$ cat src/rtl/grid_line_cell_traversal_top_assert.svh
// assertion helpers for the grid line cell traversal block
`ifndef GRID_LINE_CELL_TRAVERSAL_TOP_ASSERT_SVH
`define GRID_LINE_CELL_TRAVERSAL_TOP_ASSERT_SVH

// checked only while out of reset
`define GLCT_ASSERT(lbl, prop, msg) \
  lbl: assert property (@(posedge clk_i) disable iff (!rst_ni) prop) else $error(msg);

// checked during reset too
`define GLCT_ASSERT_RST(lbl, prop, msg) \
  lbl: assert property (@(posedge clk_i) prop) else $error(msg);

`endif

$ cat src/rtl/glct_pkg.sv
package glct_pkg;

  localparam int unsigned MaxDelta = 31;
  localparam int unsigned DeltaW   = 6;
  localparam int unsigned MagW     = 5;
  localparam int unsigned AccW     = 11;  // (2*31+1)*31 = 1953

  typedef struct packed {
    logic signed [DeltaW-1:0] cell_x;
    logic signed [DeltaW-1:0] cell_y;
    logic                     last_cell;
  } walk_cell_t;

  // magnitude of a delta, saturated to the allowed range
  function automatic logic [MagW-1:0] sat_abs(input logic signed [DeltaW-1:0] v);
    logic [DeltaW-1:0] neg;
    neg = DeltaW'(-v);
    if (v == -DeltaW'(32)) begin
      sat_abs = MagW'(MaxDelta);
    end else if (v[DeltaW-1]) begin
      sat_abs = neg[MagW-1:0];
    end else begin
      sat_abs = v[MagW-1:0];
    end
  endfunction

endpackage

$ cat src/rtl/grid_line_cell_traversal_top.sv
// channel | dir | tdata (low bit up)                | tlast
// s_*     | in  | delta_x[5:0], delta_y[11:6], 0    | -
// m_*     | out | cell_x[5:0], cell_y[11:6], 0      | last_cell
//
// a segment yields |dx|+|dy|+1 cells less one per diagonal step; after the
// accept cycle the walker emits one cell per cycle while the output is not
// stalled, and no new segment is taken until its last cell has left; the
// pace is set by the walker's single add/compare step per cell
// s_tready_o is high only while idle; the output register holds a word while
// m_tready_i is low, and the walker waits with it
// rst_ni clears the sequencer and the output valid asynchronously
module grid_line_cell_traversal_top import glct_pkg::*; (
  input  logic        clk_i,
  input  logic        rst_ni,
  input  logic        s_tvalid_i,
  output logic        s_tready_o,
  input  logic [15:0] s_tdata_i,   // delta_x, delta_y, zero pad
  output logic        m_tvalid_o,
  input  logic        m_tready_i,
  output logic [15:0] m_tdata_o,   // cell_x, cell_y, zero pad
  output logic        m_tlast_o
);

  typedef enum logic [1:0] {
    ST_IDLE = 2'b01,
    ST_WALK = 2'b10
  } state_e;

  state_e state_q, state_d;

  logic signed [DeltaW-1:0] delta_x, delta_y;
  logic       accept, emit, walk_done, at_origin;
  walk_cell_t walk_cell;
  logic       m_tvalid_q, m_tvalid_d, m_tlast_q;
  logic [2*DeltaW-1:0] m_cell_q;

  assign delta_x = s_tdata_i[DeltaW-1:0];
  assign delta_y = s_tdata_i[2*DeltaW-1:DeltaW];

  assign s_tready_o = (state_q == ST_IDLE);
  assign accept     = s_tvalid_i && s_tready_o;
  // a cell goes out whenever the output register is free or being drained
  assign emit       = (state_q == ST_WALK) && (!m_tvalid_q || m_tready_i);
  // the end cell leaves this cycle
  assign walk_done  = emit && walk_cell.last_cell;
  assign at_origin  = (walk_cell.cell_x == '0) && (walk_cell.cell_y == '0);

  glct_walker u_walker (
    .clk_i   (clk_i),
    .rst_ni  (rst_ni),
    .load_i  (accept),
    .ax_i    (sat_abs(delta_x)),
    .ay_i    (sat_abs(delta_y)),
    .neg_x_i (delta_x[DeltaW-1]),
    .neg_y_i (delta_y[DeltaW-1]),
    .adv_i   (emit),
    .cell_o  (walk_cell)
  );

  // sequencer
  always_comb begin
    state_d = state_q;
    case (state_q)
      ST_IDLE: begin
        if (accept) state_d = ST_WALK;
      end
      ST_WALK: begin
        if (walk_done) state_d = ST_IDLE;
      end
      default: state_d = ST_IDLE;
    endcase
  end

  always_comb begin
    m_tvalid_d = m_tvalid_q;
    if (emit) begin
      m_tvalid_d = 1'b1;
    end else if (m_tready_i) begin
      m_tvalid_d = 1'b0;
    end
  end

  always_ff @(posedge clk_i or negedge rst_ni) begin
    if (!rst_ni) begin
      state_q    <= ST_IDLE;
      m_tvalid_q <= 1'b0;
    end else begin
      state_q    <= state_d;
      m_tvalid_q <= m_tvalid_d;
    end
  end

  // output word payload
  always_ff @(posedge clk_i) begin
    if (emit) begin
      m_cell_q  <= {walk_cell.cell_y, walk_cell.cell_x};
      m_tlast_q <= walk_cell.last_cell;
    end
  end

  assign m_tvalid_o = m_tvalid_q;
  assign m_tdata_o  = {(16 - 2*DeltaW)'(0), m_cell_q};
  assign m_tlast_o  = m_tlast_q;

  `include "grid_line_cell_traversal_top_assert.svh"

  // every segment starts at the origin cell
  `GLCT_ASSERT(a_start_origin, accept |=> at_origin, "first cell not origin")
  // the end cell closes the segment
  `GLCT_ASSERT(a_last_idle, walk_done |=> s_tready_o, "no return to idle after last cell")
  // no new word is taken while walking
  `GLCT_ASSERT(a_busy, accept |=> !s_tready_o, "input taken during walk")
  // reset leaves the block idle with no pending word
  `GLCT_ASSERT_RST(a_reset, !rst_ni |=> (s_tready_o && !m_tvalid_o), "bad state after reset")

endmodule

$ cat src/rtl/glct_walker.sv
module glct_walker import glct_pkg::*; (
  input  logic             clk_i,
  input  logic             rst_ni,
  input  logic             load_i,
  input  logic [MagW-1:0]  ax_i,
  input  logic [MagW-1:0]  ay_i,
  input  logic             neg_x_i,
  input  logic             neg_y_i,
  input  logic             adv_i,
  output walk_cell_t       cell_o
);

  logic [MagW-1:0] i_q, i_d, j_q, j_d, ax_q, ay_q;
  logic [AccW-1:0] tx_q, tx_d, ty_q, ty_d;
  logic            neg_x_q, neg_y_q;
  logic            more_x, more_y, step_x, step_y;
  logic [DeltaW-1:0] ix, jy;

  assign more_x = (i_q < ax_q);
  assign more_y = (j_q < ay_q);

  // tx = (2i+1)*ay and ty = (2j+1)*ax, kept by running sums
  always_comb begin
    if (more_x && more_y) begin
      step_x = (tx_q <= ty_q);
      step_y = (ty_q <= tx_q);
    end else begin
      step_x = more_x;
      step_y = more_y;
    end
    i_d  = i_q;
    j_d  = j_q;
    tx_d = tx_q;
    ty_d = ty_q;
    if (adv_i) begin
      if (step_x) begin
        i_d  = i_q + MagW'(1);
        tx_d = tx_q + {{(AccW-MagW-1){1'b0}}, ay_q, 1'b0};
      end
      if (step_y) begin
        j_d  = j_q + MagW'(1);
        ty_d = ty_q + {{(AccW-MagW-1){1'b0}}, ax_q, 1'b0};
      end
    end
  end

  always_ff @(posedge clk_i or negedge rst_ni) begin
    if (!rst_ni) begin
      i_q     <= '0;
      j_q     <= '0;
      ax_q    <= '0;
      ay_q    <= '0;
      tx_q    <= '0;
      ty_q    <= '0;
      neg_x_q <= 1'b0;
      neg_y_q <= 1'b0;
    end else if (load_i) begin
      i_q     <= '0;
      j_q     <= '0;
      ax_q    <= ax_i;
      ay_q    <= ay_i;
      tx_q    <= AccW'(ay_i);
      ty_q    <= AccW'(ax_i);
      neg_x_q <= neg_x_i;
      neg_y_q <= neg_y_i;
    end else begin
      i_q  <= i_d;
      j_q  <= j_d;
      tx_q <= tx_d;
      ty_q <= ty_d;
    end
  end

  assign ix = {1'b0, i_q};
  assign jy = {1'b0, j_q};
  assign cell_o.cell_x    = neg_x_q ? -ix : ix;
  assign cell_o.cell_y    = neg_y_q ? -jy : jy;
  assign cell_o.last_cell = !more_x && !more_y;

  `include "grid_line_cell_traversal_top_assert.svh"

  `GLCT_ASSERT(a_walk_bounded, (i_q <= ax_q && j_q <= ay_q), "walker passed end cell")
  `GLCT_ASSERT(a_load_origin, load_i |=> (i_q == '0 && j_q == '0), "load did not clear walk")
  `GLCT_ASSERT(a_end_still, cell_o.last_cell |-> !(step_x || step_y), "step at end cell")

endmodule
$ cat config.mk
export PLATFORM = sky130hd
export DESIGN_NAME = grid_line_cell_traversal_top
export DESIGN_NICKNAME = d
export VERILOG_FILES = /design/src/rtl/glct_pkg.sv /design/src/rtl/grid_line_cell_traversal_top.sv /design/src/rtl/glct_walker.sv
export VERILOG_INCLUDE_DIRS = /design/src /design/src/rtl
export SDC_FILE = /design/constraint.sdc
export NUM_CORES = 1
export LEC_CHECK = 0
export ABC_AREA = 0
export BUFFER_PORTS_ARGS = -buffer_cell sky130_fd_sc_hd__buf_2
export CAP_MARGIN = 20
export CORE_MARGIN = 4
export CORE_UTILIZATION = 51
export CTS_CLUSTER_DIAMETER = 200
export DETAILED_ROUTE_END_ITERATION = 7
export PLACE_DENSITY = 0.81
export SKIP_CTS_REPAIR_TIMING = 1
export SYNTH_ARGS = -nofsm -noshare
export SYNTH_HDL_FRONTEND = slang
export SYNTH_SLANG_ARGS = --single-unit
$ cat constraint.sdc
create_clock -name clk_i -period 5.2 [get_ports clk_i]
set_input_delay 0.78 -clock clk_i [delete_from_list [all_inputs] [get_ports clk_i]]
set_output_delay 0.78 -clock clk_i [all_outputs]
set_load 0.005 [all_outputs]
=== Word-level counts from Yosys, hierarchy flattened ===
Cells that the tools add are included.

* Bits in registers: 60

* $add $sub $neg: 8
* $lt $le $gt $ge: 4
* Equal/unequal tests: 6
* Mux-type cells: 25
* Reductions and logical operators: 16

{| class="wikitable"
|+ Operators by type and width
! cell !! number
|-
| $mux W11 || 6
|-
| $mux W5 || 12
|-
| $add A11 B6 Y11 || 2
|-
| $le A11 B11 Y1 || 2
|-
| $eq A6 B6 Y1 const B || 2
|-
| $neg A5 Y6 || 2
|-
| $add A5 B1 Y5 const B || 2
|-
| $lt A5 B5 Y1 || 2
|-
| $neg A5 Y5 || 2
|-
| $reduce_bool A2 Y1 || 4
|-
| $reduce_and A2 Y1 || 3
|-
| $logic_and A1 B1 Y1 || 5
|-
| $mux W1 || 4
|-
| $mux W2 || 2
|-
| $pmux W2 S2 || 1
|-
| $logic_not A1 Y1 || 3
|-
| $eq A2 B1 Y1 const B || 1
|-
| $eq A2 B2 Y1 const B || 1
|-
| $ne A2 B1 Y1 const B || 1
|-
| $ne A2 B2 Y1 const B || 1
|-
| $logic_or A1 B1 Y1 || 1
|}

=== Depth between registers and ports, before layout ===
* Word-level depth: 6
* Mapped depth: 9

=== By module ===
From an unflattened synthesis, not the netlist that was laid out.

* Cells, all modules: 411
* Area, all modules: 3854.9 um^2

{| class="wikitable"
|+ By module, submodules not included
! module !! times used !! cells each !! area each (um^2)
|-
| glct_walker || 1 || 345 || 3076.7
|-
| grid_line_cell_traversal_top || 1 || 66 || 778.2
|}

=== Worst setup path after synthesis ===
Ideal clock, no wire load.

* Path type: input to register
* Start point: input port m_tready_i
* End point: register u_walker.i_q[4]
* Library setup time: 0.079 ns
* Data arrival time: 2.205 ns
* Required time: 5.121 ns
* Path slack: 2.916 ns
* Stages on the path: 8
* Path buffers: 1
* Path through: nand2b_1 nand2_4 inv_1 a31o_2 buf_2 nand4_1 a21oi_1 mux2i_1

* Longest elaborated chain between the ends: 4

{| class="wikitable"
|+ RTL lines
! item !! line !! text
|-
| start, declared || grid_line_cell_traversal_top.sv:19 || <nowiki>input logic m_tready_i,</nowiki>
|-
| $logic_or A1 B1 Y1 || grid_line_cell_traversal_top.sv:43 || <nowiki>assign emit = (state_q == ST_WALK) && (!m_tvalid_q || m_tready_i);</nowiki>
|-
| $logic_and A1 B1 Y1 || grid_line_cell_traversal_top.sv:43 ||
|-
| via emit || grid_line_cell_traversal_top.sv:32 || <nowiki>logic accept, emit, walk_done, at_origin;</nowiki>
|-
| $reduce_bool A2 Y1 (no line) || - ||
|-
| $reduce_and A2 Y1 (no line) || - ||
|-
| end signal, assigned || glct_walker.sv:67 || <nowiki>i_q <= i_d;</nowiki>
|-
| end, declared || glct_walker.sv:13 || <nowiki>logic [MagW-1:0] i_q, i_d, j_q, j_d, ax_q, ay_q;</nowiki>
|}

The timed path passes the listed nets, and every way through them passes these cells.
A chain may end at the register's enable or synchronous reset.

=== Worst setup path after layout ===
* Start point: register u_walker.j_q[2]
* End point: register u_walker.tx_q[2]

* Longest elaborated chain between the ends: 5

{| class="wikitable"
|+ RTL lines
! item !! line !! text
|-
| start, declared || glct_walker.sv:13 ||
|-
| start signal, assigned || glct_walker.sv:68 || <nowiki>j_q <= j_d;</nowiki>
|-
| $lt A5 B5 Y1 || glct_walker.sv:20 || <nowiki>assign more_y = (j_q < ay_q);</nowiki>
|-
| $logic_and A1 B1 Y1 || glct_walker.sv:24 || <nowiki>if (more_x && more_y) begin</nowiki>
|-
| $mux W1 || glct_walker.sv:24 ||
|-
| $reduce_bool A2 Y1 (no line) || - ||
|-
| $reduce_and A2 Y1 (no line) || - ||
|-
| end signal, assigned || glct_walker.sv:62 || <nowiki>tx_q <= AccW'(ay_i);</nowiki>
|-
| end signal, assigned || glct_walker.sv:69 || <nowiki>tx_q <= tx_d;</nowiki>
|-
| end, declared || glct_walker.sv:14 || <nowiki>logic [AccW-1:0] tx_q, tx_d, ty_q, ty_d;</nowiki>
|}

Every way passes these cells.

==> results.yml <==
status:
  status: "complete, no violations"
critical_path:
  required_ns: 5.43
  critPathSlowestCell: "nor2_1"
  cp_cell_sequence: "ha_1, a21oi_1, o21ai_2, a31o_2, nor2_1, a21oi_1, a311o_1"
  r2r-start: "u_walker.j_q[2]"
  slowest_delay_ns: 0.62
  startpoint_type: "register"
  cp_common_cell: "a21oi_1"
  critPathKind: "register to register"
  critPathMaxFanout: 9
  cp-end-kind: "register"
  reg2reg_slack_ns: 2.57
  critPathArrivalTime_ns: 2.86
  timing.rr.end: "u_walker.tx_q[2]"
  worstRegToRegCells: 7
pwr:
  pwr-share-clk_pct: 16.4
  p_leak_nw: 2.08
  swShare_pct: 45.9
  p_comb_share_pct: 54.0
  pwr-share-seq_pct: 29.6
  peakVddDrop_v: 0.000334
  switchingPower_mw: 1.21
  powerDensity_nw_per_um2: 587
  p_int_mw: 1.42
finish:
  seqCellArea_um2: 1570
  nets: 505
  fill_cells: 649
  multiInputGateArea_um2: 2270
  num_antenna_cells: 0
  syn_to_final_growth_pct: 10.3
  layout-drive-gt1-share_pct: 16.8
detailed_routing:
  wl_per_cell_um: 16.5
  dr.pass1.iters: 4
  vias_per_cell: 5.77
  drt_iter0_drc: 180
  drtAntennaViolNets: 0
  post-route-drc-count: 0
  totalWireLength_um: 9150
  route.vias.total: 3204
placed_design:
  port_buffers: 30
  hpwl_um: 6770
  place.gp.congestion: 0.862
clock_network:
  cts.sinks: 60
  cts_tree: "done"
  path_clk_slew_ns: 0.07
  cts_root_buffer: "clkbuf_8"
  htreeDepth: 3
  clock_path_buffers: 2
  insertion_delay_ns: 0.35
  cts-buffers-inserted: 9
global_route:
  grt_pass1_vias: 3271
  grt_pass1_wl_um: 15500
  grt_max_degree: 48
  grt_use_total_pct: 20.3
  antenna_found_initial: 0
  overflow: 0
timing:
  rsz0062_at_grt: "no"
  setup_viol: 0
  period_needed_ns: 2.63
  relSlewSlack_pct: 47.5
  final.period_utilization_pct: 50.6
  finalSetupTns_ns: 0
  worst_slew_pin_slew_ns: 0.785
  timing.fmax_ghz: 0.380
  hold_ws_ns: 0.358
  hold_violations: 0
  skew_ns: 0.0117
  report.final.slew_viol_count: 0
synthesis:
  synthCells: 417
  ys_seq_area_share_pct: 38.6
  synth_largest_area_cell: "dfrtp_1"
  syn_avg_cell_area_um2: 9.74
  synth_edf_count: 13
  synthFlopType: "dfrtp_1"
  synth-seq-cells: 60
  ys_top_cells_by_count: "51 x nand2_1, 46 x dfrtp_1, 36 x inv_1"
  syn-cell-area_um2: 4060
  synthMostInstantiatedCell: "nand2_1"
  yosysWarnings: 0
  synthTopCellsByArea: "dfrtp_1 28%, ha_1 11%, edfxtp_1 9.6%, nand2_1 4.7%, mux2i_1 4.4%"
  async_flop_share_pct: 78.3
  synth_top_area_share_pct: 28.3
  synth_cell_types: 71
run:
  drv_cap: 0
die:
  initial_core_util_pct: 52.6
  die_h_um: 97.3
  num_rows: 32
  die-width_um: 97.3
  dieArea_um2: 9460
  ioPinCount: 39
  core_um2: 7730
hold_path:
  min_path_type: "primary input to asynchronous set/reset pin"
how the worst max path moves through the flow:
stage                    start                to  slack [ns]  cells after the start
6_report       u_walker.j_q[2]  u_walker.tx_q[2]        2.57                      7
3_5_place_dp        m_tready_i  u_walker.tx_q[2]        2.40                      7
3_3_place_gp        m_tready_i  u_walker.tx_q[2]        2.44                      7
4_1_cts        u_walker.j_q[2]  u_walker.tx_q[2]        2.61                      7
5_1_grt        u_walker.j_q[2]  u_walker.tx_q[1]        2.38                      7
2_1_floorplan       m_tready_i   u_walker.i_q[4]        2.92                      8
layout by cell type (no fill, tap or decap), drive strengths merged, types with 13 or more instances in the layout:
cell,Yosys,layout
a21oi,26,26
ha,35,35
nor2,22,22
nand2,54,54
edfxtp,13,13
buf,8,33
mux2i,18,18
o21ai,23,23
inv,36,38
dfrtp,46,46
logic make-up after synthesis:
logic type,after synthesis,share of synthesized area (%)
buffers and inverters,52,5.88
adder cells (fa/ha/maj),37,11.8
AO/OA/AOI/OAI,105,19.3
other,1,0.0923
XOR/XNOR,14,3.02
AND/OR/NAND/NOR,128,16.3
flip-flops,60,38.6
multiplexers,20,4.99
stage by stage:
stage	instances	setup WS [ns]	util (%)	power (mW)	cell area [um^2]
floorplan	420	2.92	-	1.88	4070
global placement	538	2.44	55.2	2.10	4260
detailed placement	538	2.40	55.2	2.18	4260
CTS	554	2.61	57.7	2.62	4460
global route	555	2.38	58.0	2.83	4480
finish	555	2.57	58.0	2.63	4480
critical path, delay by kind of cell, from the launching register on:
family	cells	cell delay, ns
AND/OR/NAND/NOR	1	0.62
AO/OA/AOI/OAI	5	1.08
adder cells (fa/ha/maj)	1	0.34
flip-flops	1	0.49
cell type report:
type	instances	area share (%)
inverter	36	3.02
timing repair buffer	33	4.13
clock inverter	7	1.68
multi-input combinational	308	50.6
clock buffer	9	2.76
sequential	60	35.0
tap	102	2.85
power by group through the flow:
stage / clock network (mW) / logic, mW / registers (mW)
floorplan: 0 / 1.14 / 0.740
global placement: 0 / 1.32 / 0.774
detailed placement: 0 / 1.40 / 0.781
CTS: 0.434 / 1.41 / 0.774
global route: 0.455 / 1.58 / 0.799
finish: 0.431 / 1.42 / 0.779
flip-flops by register name, indices dropped and copies added (netlist names):
| register | cells |
|---|---|
| u_walker.i_q | 5 |
| u_walker.j_q | 5 |
| state_q | 2 |
| u_walker.ax_q | 5 |
| m_tvalid_o | 1 |
| m_tlast_o | 1 |
| u_walker.tx_q | 11 |
| u_walker.neg_x_q | 1 |
| u_walker.neg_y_q | 1 |
| u_walker.ty_q | 11 |
| m_cell_q | 12 |
| u_walker.ay_q | 5 |
metal layers:
| metal | global-route usage (%) | vias up | share of wire, % |
|---|---|---|---|
| met3 | 4.38 | 17 | 5.5 |
| met4 | 9.05 | 0 | 2.2 |
| li1 | - | 1555 | - |
| met2 | 34.9 | 93 | 50 |
| met5 | 0 | - | 0 |
| met1 | 24.4 | 1539 | 42 |
No activity file was read; power rests on OpenSTA's default activity.
